===== config.mk =====
export PLATFORM = sky130hd
export DESIGN_NAME = playfair_digraph_decrypt_top
export DESIGN_NICKNAME = d
export VERILOG_FILES = /design/src/hdl/pfd_pkg.sv /design/src/hdl/pfd_ram2r.sv /design/src/hdl/pfd_rule.sv /design/src/hdl/playfair_digraph_decrypt_top.sv
export SDC_FILE = /design/constraint.sdc
export NUM_CORES = 1
export LEC_CHECK = 0
export BUFFER_PORTS_ARGS = -buffer_cell sky130_fd_sc_hd__buf_2
export CORE_UTILIZATION = 55
export DETAILED_ROUTE_END_ITERATION = 7
export GPL_TIMING_DRIVEN = 0
export HOLD_SLACK_MARGIN = 0.1
export PLACE_DENSITY = 0.78
export REMOVE_ABC_BUFFERS = 1
export SLEW_MARGIN = 10
export SYNTH_ARGS = -nofsm -noshare
export SYNTH_HDL_FRONTEND = slang
export SYNTH_HIERARCHICAL = 1
export SYNTH_SLANG_ARGS = --single-unit
export TNS_END_PERCENT = 5

===== constraint.sdc =====
create_clock -name clk -period 4.75 [get_ports clk]
set_input_delay 0.2375 -clock clk [delete_from_list [all_inputs] [get_ports clk]]
set_output_delay 0.2375 -clock clk [all_outputs]
set_load 0.01 [all_outputs]

===== src/hdl/pfd_pkg.sv =====
// ----------------------------------------------------------------------------
// pfd_pkg
// Shared constants and codes for the Playfair digraph decryptor.
// ----------------------------------------------------------------------------
`default_nettype none

package pfd_pkg;

  // Square geometry default
  localparam int GRID_SIDE_DEF = 5;

  // Alphabet
  localparam int LETTERS  = 26;
  localparam int LETTER_W = 5;

  localparam logic [LETTER_W-1:0] LETTER_I = LETTER_W'(8);
  localparam logic [LETTER_W-1:0] LETTER_J = LETTER_W'(9);
  localparam logic [LETTER_W-1:0] LETTER_Z = LETTER_W'(25);

  // Operation selector
  localparam int OP_W = 2;
  localparam logic [OP_W-1:0] OP_CLEAR   = 2'd0;
  localparam logic [OP_W-1:0] OP_KEY     = 2'd1;
  localparam logic [OP_W-1:0] OP_FINISH  = 2'd2;
  localparam logic [OP_W-1:0] OP_DECRYPT = 2'd3;

  // Result status
  localparam logic STATUS_OK       = 1'b0;
  localparam logic STATUS_NOTREADY = 1'b1;

  // Stream widths
  localparam int TDATA_W = 16;

endpackage

`default_nettype wire


===== src/hdl/pfd_ram2r.sv =====
// ----------------------------------------------------------------------------
// pfd_ram2r
// Synchronous RAM, one write port and two registered read ports.
// ----------------------------------------------------------------------------
`default_nettype none

module pfd_ram2r #(
  parameter int DEPTH = 26,
  parameter int WIDTH = 6
) (
  input  wire logic                     clk,
  input  wire logic                     we,
  input  wire logic [$clog2(DEPTH)-1:0] waddr,
  input  wire logic [WIDTH-1:0]         wdata,
  input  wire logic                     re,
  input  wire logic [$clog2(DEPTH)-1:0] raddr_a,
  input  wire logic [$clog2(DEPTH)-1:0] raddr_b,
  output logic      [WIDTH-1:0]         rdata_a,
  output logic      [WIDTH-1:0]         rdata_b
);

  logic [WIDTH-1:0] mem [DEPTH];

  // Write port
  always_ff @(posedge clk) begin
    if (we) begin
      mem[waddr] <= wdata;
    end
  end

  // Read ports, hold data until the next read
  always_ff @(posedge clk) begin
    if (re) begin
      rdata_a <= mem[raddr_a];
      rdata_b <= mem[raddr_b];
    end
  end

endmodule

`default_nettype wire


===== src/hdl/pfd_rule.sv =====
// ----------------------------------------------------------------------------
// pfd_rule
// Playfair decryption rule: maps the two cipher letter positions to the
// square cells that hold the plain letters.
// ----------------------------------------------------------------------------
`default_nettype none

module pfd_rule #(
  parameter int GRID_SIDE = 5,
  localparam int CW    = $clog2(GRID_SIDE),
  localparam int IDX_W = $clog2(GRID_SIDE * GRID_SIDE)
) (
  input  wire logic [2*CW-1:0]  pos_a,   // row in upper half, column in lower
  input  wire logic [2*CW-1:0]  pos_b,
  output logic      [IDX_W-1:0] idx_a,
  output logic      [IDX_W-1:0] idx_b
);

  localparam logic [CW-1:0] LAST = CW'(GRID_SIDE - 1);

  logic [CW-1:0] r1, c1, r2, c2;
  logic [CW-1:0] nr1, nc1, nr2, nc2;

  assign r1 = pos_a[2*CW-1:CW];
  assign c1 = pos_a[CW-1:0];
  assign r2 = pos_b[2*CW-1:CW];
  assign c2 = pos_b[CW-1:0];

  // Same row: step left; same column: step up; else swap columns
  always_comb begin
    nr1 = r1;
    nc1 = c1;
    nr2 = r2;
    nc2 = c2;
    if (r1 == r2) begin
      nc1 = (c1 == '0) ? LAST : c1 - 1'b1;
      nc2 = (c2 == '0) ? LAST : c2 - 1'b1;
    end else if (c1 == c2) begin
      nr1 = (r1 == '0) ? LAST : r1 - 1'b1;
      nr2 = (r2 == '0) ? LAST : r2 - 1'b1;
    end else begin
      nc1 = c2;
      nc2 = c1;
    end
  end

  // Row-major cell index
  assign idx_a = IDX_W'(int'(nr1) * GRID_SIDE + int'(nc1));
  assign idx_b = IDX_W'(int'(nr2) * GRID_SIDE + int'(nc2));

endmodule

`default_nettype wire


===== src/hdl/playfair_digraph_decrypt_top.sv =====
// ----------------------------------------------------------------------------
// playfair_digraph_decrypt_top
// Builds a Playfair key square from key items and decrypts letter pairs.
//
//  channel  dir  handshake                     content
//  s_axis   in   s_axis_tvalid/s_axis_tready   tuser op, tdata letter_a, letter_b
//  m_axis   out  m_axis_tvalid/m_axis_tready   tdata plain_a, plain_b, tuser status
//
// Clear and key items are handled as they are accepted. Finish walks the alphabet
// one letter a cycle through both write ports.
// A decrypt item takes a position-map read, a square read, an output load;
// on an incomplete square it takes only the output load, with no reads.
// Reset clears the used-letter flags, fill count and ready flag; the memories
// need no clearing. A stalled result holds the block in its output state.
// ----------------------------------------------------------------------------
`default_nettype none

module playfair_digraph_decrypt_top
  import pfd_pkg::*;
#(
  parameter int GRID_SIDE = GRID_SIDE_DEF
) (
  input  wire logic               clk,
  input  wire logic               rst,
  input  wire logic               s_axis_tvalid,
  output logic                    s_axis_tready,
  input  wire logic [TDATA_W-1:0] s_axis_tdata,   // [4:0] letter_a, [9:5] letter_b
  input  wire logic [OP_W-1:0]    s_axis_tuser,   // [1:0] op
  output logic                    m_axis_tvalid,
  input  wire logic               m_axis_tready,
  output logic      [TDATA_W-1:0] m_axis_tdata,   // [4:0] plain_a, [9:5] plain_b
  output logic                    m_axis_tuser    // [0] status
);

  localparam int CELLS = GRID_SIDE * GRID_SIDE;
  localparam int CW    = $clog2(GRID_SIDE);
  localparam int IDX_W = $clog2(CELLS);
  localparam int CNT_W = $clog2(CELLS + 1);
  localparam int POS_W = 2 * CW;

  typedef enum logic [3:0] {
    ST_IDLE = 4'b0001,
    ST_FILL = 4'b0010,
    ST_LOOK = 4'b0100,
    ST_OUT  = 4'b1000
  } state_t;

  state_t               state, state_next;
  logic [LETTERS-1:0]   used;
  logic [CNT_W-1:0]     cells_filled;
  logic [CW-1:0]        row, col;
  logic                 square_ready;
  logic [LETTER_W-1:0]  fill_letter;
  logic                 err;

  logic                 out_valid;
  logic [LETTER_W-1:0]  out_a, out_b;
  logic                 out_status;

  logic                 in_acc;
  logic [OP_W-1:0]      op;
  logic [LETTER_W-1:0]  in_a, in_b, key_l, ciph_a, ciph_b;
  logic                 place_req, place_en, place_last;
  logic [LETTER_W-1:0]  place_l;
  logic                 pos_re, out_load;
  logic [POS_W-1:0]     pos_a, pos_b;
  logic [IDX_W-1:0]     idx_a, idx_b;
  logic [LETTER_W-1:0]  sq_a, sq_b;

  // Unpack input item
  assign op     = s_axis_tuser;
  assign in_a   = s_axis_tdata[LETTER_W-1:0];
  assign in_b   = s_axis_tdata[2*LETTER_W-1:LETTER_W];
  assign s_axis_tready = (state == ST_IDLE);
  assign in_acc = s_axis_tvalid && s_axis_tready;

  // Fold J into I; clamp cipher values above Z
  assign key_l  = (in_a == LETTER_J) ? LETTER_I : in_a;
  assign ciph_a = (in_a > LETTER_Z) ? LETTER_Z : ((in_a == LETTER_J) ? LETTER_I : in_a);
  assign ciph_b = (in_b > LETTER_Z) ? LETTER_Z : ((in_b == LETTER_J) ? LETTER_I : in_b);

  // Select the letter to place: a key item or the finish walk
  always_comb begin
    place_req = 1'b0;
    place_l   = fill_letter;
    if (state == ST_FILL) begin
      place_req = (fill_letter != LETTER_J);
    end else if (in_acc && op == OP_KEY && !square_ready && in_a <= LETTER_Z) begin
      place_req = 1'b1;
      place_l   = key_l;
    end
  end

  assign place_en   = place_req && !used[place_l] && (cells_filled < CNT_W'(CELLS));
  assign place_last = place_en && (cells_filled == CNT_W'(CELLS - 1));
  assign pos_re     = in_acc && op == OP_DECRYPT && square_ready;
  assign out_load   = (state == ST_OUT) && (!out_valid || m_axis_tready);

  // Letter position map: row and column of each placed letter
  pfd_ram2r #(
    .DEPTH (LETTERS),
    .WIDTH (POS_W)
  ) u_pos_mem (
    .clk     (clk),
    .we      (place_en),
    .waddr   (place_l),
    .wdata   ({row, col}),
    .re      (pos_re),
    .raddr_a (ciph_a),
    .raddr_b (ciph_b),
    .rdata_a (pos_a),
    .rdata_b (pos_b)
  );

  pfd_rule #(
    .GRID_SIDE (GRID_SIDE)
  ) u_rule (
    .pos_a (pos_a),
    .pos_b (pos_b),
    .idx_a (idx_a),
    .idx_b (idx_b)
  );

  // Key square cells in row-major order
  pfd_ram2r #(
    .DEPTH (CELLS),
    .WIDTH (LETTER_W)
  ) u_sq_mem (
    .clk     (clk),
    .we      (place_en),
    .waddr   (cells_filled[IDX_W-1:0]),
    .wdata   (place_l),
    .re      (state == ST_LOOK),
    .raddr_a (idx_a),
    .raddr_b (idx_b),
    .rdata_a (sq_a),
    .rdata_b (sq_b)
  );

  // Advance the sequencer
  always_comb begin
    state_next = state;
    case (state)
      ST_IDLE: begin
        if (in_acc) begin
          if (op == OP_FINISH && !square_ready) begin
            state_next = ST_FILL;
          end else if (op == OP_DECRYPT) begin
            state_next = square_ready ? ST_LOOK : ST_OUT;
          end
        end
      end
      ST_FILL: begin
        if (place_last || fill_letter == LETTER_W'(LETTERS - 1)) begin
          state_next = ST_IDLE;
        end
      end
      ST_LOOK: state_next = ST_OUT;
      ST_OUT: begin
        if (out_load) begin
          state_next = ST_IDLE;
        end
      end
      default: state_next = ST_IDLE;
    endcase
  end

  // Square build state and sequencer
  always_ff @(posedge clk) begin
    if (rst) begin
      state        <= ST_IDLE;
      used         <= '0;
      cells_filled <= '0;
      row          <= '0;
      col          <= '0;
      square_ready <= 1'b0;
      fill_letter  <= '0;
      err          <= 1'b0;
    end else begin
      state <= state_next;
      if (in_acc && op == OP_CLEAR) begin
        used         <= '0;
        cells_filled <= '0;
        row          <= '0;
        col          <= '0;
        square_ready <= 1'b0;
      end else if (place_en) begin
        used[place_l] <= 1'b1;
        cells_filled  <= cells_filled + 1'b1;
        if (col == CW'(GRID_SIDE - 1)) begin
          col <= '0;
          row <= row + 1'b1;
        end else begin
          col <= col + 1'b1;
        end
        if (place_last) begin
          square_ready <= 1'b1;
        end
      end
      if (in_acc && op == OP_FINISH) begin
        fill_letter <= '0;
      end else if (state == ST_FILL) begin
        fill_letter <= fill_letter + 1'b1;
      end
      if (in_acc && op == OP_DECRYPT) begin
        err <= !square_ready;
      end
    end
  end

  // Output register: load a result, drop it once taken
  always_ff @(posedge clk) begin
    if (rst) begin
      out_valid <= 1'b0;
    end else if (out_load) begin
      out_valid <= 1'b1;
    end else if (m_axis_tready) begin
      out_valid <= 1'b0;
    end
  end

  always_ff @(posedge clk) begin
    if (out_load) begin
      out_a      <= err ? '0 : sq_a;
      out_b      <= err ? '0 : sq_b;
      out_status <= err ? STATUS_NOTREADY : STATUS_OK;
    end
  end

  assign m_axis_tvalid = out_valid;
  assign m_axis_tdata  = {(TDATA_W - 2 * LETTER_W)'(0), out_b, out_a};
  assign m_axis_tuser  = out_status;

`ifndef SYNTHESIS
  a_ready_full : assert property (@(posedge clk) disable iff (rst)
    square_ready |-> cells_filled == CNT_W'(CELLS))
    else $error("square ready with cells missing");

  a_used_count : assert property (@(posedge clk) disable iff (rst)
    $countones(used) == int'(cells_filled))
    else $error("used flags disagree with fill count");

  a_clear : assert property (@(posedge clk) disable iff (rst)
    (in_acc && op == OP_CLEAR) |=> (cells_filled == '0 && !square_ready))
    else $error("clear item did not empty the square");

  a_look_ready : assert property (@(posedge clk) disable iff (rst)
    (state == ST_LOOK) |-> square_ready)
    else $error("lookup on an incomplete square");
`endif

endmodule

`default_nettype wire

# After elaboration in Yosys (flattened, before gate mapping)
# Memory sizes are Yosys's and may differ from the RTL's. A register that Yosys moved wholly into a read port is not among the register bits.
# Index checks and enable logic that the tools add are counted.
# totals
ff_bits	60
latch_bits	0
ram_bits	281
rom_bits	0
out_inout_bits	19
elab_cells	119
n_memories	2
# op_classes
n_addsub	10
multipliers	2
div	0
n_lt_le_gt_ge	6
n_eq_ne	19
shifts	0
mux	37
bitwise	1
reduce_logical	30
# mem_list
memory	words	word_bits	rd	rd_clocked_by_memory_dff	wr	line_no	source
u_pos_mem.mem	26	6	2	2	1	pfd_ram2r.sv:22	logic [WIDTH-1:0] mem [DEPTH];
u_sq_mem.mem	25	5	2	2	1	pfd_ram2r.sv:22	
# op_table
operator	n
$mux 3	13
$mux 5	6
$or 26x26->26	1
$mux 4	6
$pmux 4 s4	1
$logic_and 1x1->1	14
$logic_not 3->1	4
$sub 3x1->3 const B	4
$add 5x1->5 const B	2
$add 5x4->5	2
$eq 5x4->1 const B	2
$eq 5x5->1 const B	2
$gt 5x5->1 const B	2
$mul 3x3->5 const B	2
$mux 1	9
$add 3x1->3 const B	2
$eq 3x3->1	2
$lt 5x6->1 const B	1
$bmux 1 s5	1
$demux 1 s5	1
$ge 5x1->1 const B	1
$le 5x5->1 const B	1
$lt 5x5->1 const B	1
$ne 5x4->1 const B	1
other kinds (17)	24

# Logic depth before layout (Yosys ltp)
# logic_depth
depth_word	16
ltp_mapped	17
ltp_nobuf	15

# Modules after synthesis
# Netlist, hierarchy kept.
# by_module_without_submodules
module	n_inst	cells_each	area_per_inst_um2	seq_area_each_um2
pfd_ram2r at u_pos_mem	1	448	7816.2	5044.8
pfd_ram2r at u_sq_mem	1	372	6323.6	4053.9
playfair_digraph_decrypt_top	1	369	3369.5	1311.3
pfd_rule	1	105	803.3	0.0

# Worst setup path before layout
# OpenSTA, ideal clock, no wires.
# synth_timing
path_kind	reg2reg
startpoint	register state[3]
endpoint	memory u_sq_mem/mem[24][0] in the netlist's numbering (enable)
arrival_ns	4.015
t_required_ns	4.369
setup_slack_ns	0.354
path_stages_with_launch	16
path_buffers	3
synth_period_minus_slack_ns	4.396
cell_sequence	dfxtp_1 -> or4b_4 -> clkinv_2 -> and3_1 -> buf_6 -> mux2i_4 -> clkinv_4 -> mux2i_1 -> o2111ai_2 -> nor3_4 -> nand2_4 -> inv_2 -> buf_6 -> or3b_2 -> clkbuf_1 -> nor4bb_1
# synth_between
elab_chain_cells	14
elab_cells_between_ends	17
cone_classes	2 x eq/ne; 8 x mux; 7 x reduce/logical
# synth_lines
item	line_no	source
start: declaration	playfair_digraph_decrypt_top.sv:48	state_t state, state_next;
start signal: assignment	playfair_digraph_decrypt_top.sv:180	state <= state_next;
$eq 4x1->1	playfair_digraph_decrypt_top.sv:74	assign s_axis_tready = (state == ST_IDLE);
net s_axis_tready	playfair_digraph_decrypt_top.sv:26	output logic s_axis_tready,
$logic_and 1x1->1	playfair_digraph_decrypt_top.sv:75	assign in_acc = s_axis_tvalid && s_axis_tready;
$logic_and 1x1->1 (3 in series)	playfair_digraph_decrypt_top.sv:88	end else if (in_acc && op == OP_KEY && !square_ready && in_a <= LETTER_Z) begin
$mux 5	playfair_digraph_decrypt_top.sv:88	
$mux 5	playfair_digraph_decrypt_top.sv:86	if (state == ST_FILL) begin
net place_l[0]	playfair_digraph_decrypt_top.sv:64	logic [LETTER_W-1:0] place_l;
$bmux 1 s5	playfair_digraph_decrypt_top.sv:94	assign place_en = place_req && !used[place_l] && (cells_filled < CNT_W'(CELLS));
$mux 1 (not written as such)	playfair_digraph_decrypt_top.sv:94	
$logic_not 1->1	playfair_digraph_decrypt_top.sv:94	
$logic_and 1x1->1 (2 in series)	playfair_digraph_decrypt_top.sv:94	
net place_en	playfair_digraph_decrypt_top.sv:63	logic place_req, place_en, place_last;
$mux 1	pfd_ram2r.sv:26	if (we) begin
$mux 1 (not written as such)	pfd_ram2r.sv:27	mem[waddr] <= wdata;
end: declaration	pfd_ram2r.sv:22	
# The timed path passes the listed nets, and every way through them passes these cells. The select of a mux whose other input is x is not followed.

# Worst setup path after layout
# layout_timing
startpoint	register u_pos_mem.rdata_b[3] (read register of u_pos_mem.mem)
endpoint	register u_sq_mem.rdata_a[0] (read register of u_sq_mem.mem), data pin
# layout_between
elab_chain_cells	4
elab_cells_between_ends	5
cone_classes	1 x add/sub; 1 x mul; 1 x eq/ne; 2 x mux
# layout_lines
item	line_no	source
start: declaration	pfd_ram2r.sv:19	output logic [WIDTH-1:0] rdata_b
$eq 3x3->1 (*)	pfd_rule.sv:35	if (r1 == r2) begin
$mux 3	pfd_rule.sv:35	
$mul 3x3->5	pfd_rule.sv:48	assign idx_a = IDX_W'(int'(nr1) * GRID_SIDE + int'(nc1));
$add 5x4->5 (*)	pfd_rule.sv:48	
net idx_a[2]	playfair_digraph_decrypt_top.sv:67	logic [IDX_W-1:0] idx_a, idx_b;
end: declaration	pfd_ram2r.sv:18	output logic [WIDTH-1:0] rdata_a,
# The timed path passes the listed nets; every way through them passes the cells marked *.
# A chain may end at the register's enable or synchronous reset.

==> impl_results.md <==
* Least-Margin Pin Slew at 1.19 ns
* Power Density at approximately 330 nW/um2
* Most frequent cells after synthesis: edfxtp_1, nor2_1, mux4_2
* Layout cells sized above 1 at 0.234
* CTS tree: built
* Top-count cell post-synth: edfxtp_1
* Max Fclk at 0.214 GHz
* Asr flop ratio synth at 0
* RSZ-0062 raised after global routing: true
* Critical path buffers and inverters at 2
* CP Launch Type: flop
* Worst rel slew slack at 0.207
* Clock latency on the worst-skew pair at 0.54 ns
* Non-Filler Instances at 1,768
* Crit path depth at 13
* Family with the most delay on the worst path: multiplexers
* Syn. warnings at 6
* WL per Instance at 24.2 um
* Core ar. at around 33,000 um2
* RR Startpoint: u_pos_mem/rdata_b[3]
* H-tree levels at 2
* CP endpoint: u_sq_mem/rdata_a[0]
* DP HPWL at 28.2 mm
* Reg2reg path depth at 13
* Routed WL at 42.8 mm
* Diode count at 0
* Critical R2R Capture: u_sq_mem/rdata_a[0]
* Leak at around 0.0068 uW
* Total power at 6720 uW
* Critical-path top delay cell: edfxtp_1
* Top FF cell, synth: edfxtp_1
* Crit path capture type: flop
* First-pass GRT wire length at around 67 mm
* # port buffers at 28
* Core Util, Final at 0.623
* Tcrit/Tclk final at 0.982
* Worst Setup SP: u_pos_mem/rdata_b[3]
* Crit path DAT at 4.94 ns
* Avg Inst Size Synth at 14.2 um2
* Placement Cell Area at 18,800 um2
* Detail Route Antenna Nets at 0
* Cell area after layout at 20,300 um2
* Max stage delay on crit path at 0.53 ns
* Post-synthesis register bit count at 363
* FP Rows at 66
* Worst Hold Launch: s_axis_tvalid
* Max-slew violations at 0
* 1st-pass router iterations at 6
* Sequential cell area fraction in the yosys report at 0.568
* Flop2flop setup slack at ~0.085 ns
* Post-synth EDFFs at 314
* Initial Utilization at 0.561
* Max-cap violations at 0
* Endpoints failing setup at 0
* Tot GR Track Use at 0.258
* Area grow syn2layout at 11.1%
* HP Class: in2reg
* Synth top area cells: edfxtp_1, mux4_2, dfxtp_1, mux2i_1, nor2_1
* VDD IR-drop max at 0.000340 V
* Setup Skew at around 0.024 ns
* Gate Count Post-Synth at 1,294
* CTS buffer count at 38
* Grt ovf at 0
* Die area at 34,000 um2
* Post-synth top area share at 0.515
* Netlist cell types at 93
* Vias in the first global route at 11,500
* Vias/cell at 6.67
* Post-Synthesis Cell Area at 18,300 um2
* Final hold slack at roughly 0.14 ns
* Required time of the critical path at 5.03 ns
* Critical path fanouts, max at 34
* Clk root buf: clkbuf_16
* Die H at ~180 um
* Largest net degree at the start of global routing at 36
* Worst-case clock buffer depth at 3
* NumNets Final at 1,347
* Placed instance count at 1,688
* Critical path type: reg2reg
* DRC at 0
* CTS Sinks at approximately 360
* CTS clock-pin slew for the worst setup and hold paths at 0.06 ns
* Die width at 184 um
* DRT iter0 DRCs at ~1,400
* Outcome: complete, no violations
* Total number of vias at 11,800
* IO Count at 41
* GP Congestion at between 0.8 and 0.9
* Cell-by-cell trace of the critical path: xnor2_2 -> and3_4 -> nor2_1 -> mux2_2 -> ha_1 -> ha_1 -> inv_1 -> fa_1 -> inv_4 -> mux4_2 -> or2_0 -> mux4_2 -> o311a_1
* Initial antenna violation count at 0
* Fin crit period at ~4.7 ns
* Cell taking the most area after synthesis: edfxtp_1
* Hold Vio Cnt, Final at 0
## state kept, by name, indices dropped and copies added, names as in the netlist, 6 cells and up
signal / cells
u_pos_mem/rdata_b: 6
u_pos_mem/mem: 156
u_sq_mem/mem: 125
u_pos_mem/rdata_a: 6
used: 26
## cells by family (layout without fill, tap and decap cells)
family                   Yosys count  count (layout)  synth area share
flip-flops                       363             363             0.568
AND/OR/NAND/NOR                  354             356             0.100
AO/OA/AOI/OAI                    207             207            0.0853
multiplexers                     206             206             0.185
buffers and inverters            123             148            0.0348
adder cells (fa/ha/maj)           28              28            0.0200
XOR/XNOR                          12              12           0.00574
other                              1               6          0.000205
## layout by cell type, fill, tap and decap left out, drive strengths merged, types with 9 or more instances in the layout
| cell | count |
|---|---|
| nand2 | 87 |
| ha | 26 |
| buf | 47 |
| clkinv | 13 |
| inv | 30 |
| nand3b | 13 |
| o31ai | 10 |
| dfxtp | 49 |
| xnor2 | 9 |
| nor3 | 10 |
| nor2 | 114 |
| a31oi | 12 |
| mux2i | 82 |
| a22oi | 28 |
| mux4 | 103 |
| nand4 | 12 |
| o22ai | 17 |
| mux2 | 21 |
| nand2b | 9 |
| nand3 | 23 |
| nor2b | 25 |
| clkbuf | 51 |
| a211oi | 11 |
| o21ai | 19 |
| and3 | 12 |
| a21oi | 21 |
| a41oi | 10 |
| a32o | 16 |
| edfxtp | 314 |
| o211ai | 18 |
## area by class of cell
class,count,area (um2)
clock buffers,51,1060
clock inverters,18,163
fillers,2333,12300
inverters,30,139
multi-input cells,815,7570
flip-flops and latches,363,10400
well taps,442,553
repair buffers,49,445
## worst min-delay path, stage by stage
cell	delay (ns)
buf_2	0.13
a31o_2	0.21
nor2_1	0.05
## layer usage
| layer | GRT usage | vias up | wire length (um) |
|---|---|---|---|
| met4 | 0.0670 | 0 | 1000 |
| met3 | 0.0366 | 87 | 3610 |
| met1 | 0.360 | 5906 | 16900 |
| met5 | 0 | - | 0 |
| met2 | 0.428 | 653 | 21300 |
| li1 | - | 5147 | - |
## power breakdown
group	leakage [uW]	switching [uW]	internal, uW
sequential	0.00334	13.0	3440
clock	0.000598	1220	1690
combinational	0.00284	222	134
total	0.00678	1460	5270
## worst min-delay path by stage
| stage | to | depth (start not counted) | slack, ns |
|---|---|---|---|
| floorplan | m_axis_tvalid | 1 | 0.31 |
| global placement | used[24] | 2 | 0.44 |
| detailed placement | used[25] | 2 | 0.44 |
| CTS | state[0] | 4 | 0.13 |
| global route | fill_letter[0] | 3 | 0.17 |
| finish | fill_letter[0] | 3 | 0.14 |
## repair_timing
| action | in CTS | in global routing |
|---|---|---|
| hold buffers | 2 | 0 |
| endpoints found under the hold margin | 4 | 0 |
| buffers inserted | 1 | 6 |
| cloned | 1 | 1 |
| gates resized for setup | 23 | 22 |
| pin swaps | 3 | 4 |
| setup endpoints to repair | 291 | 291 |
## metrics by stage
stage	setup TNS [ns]	setup slack, ns
final	0	0.0852
after CTS	0	0.0130
after global routing	-0.165	-0.0451
after floorplan	-273.13	-2.23
after global placement	-1307.73	-4.86
after detailed placement	-196.14	-1.19
(Power assumes the default switching activity.)
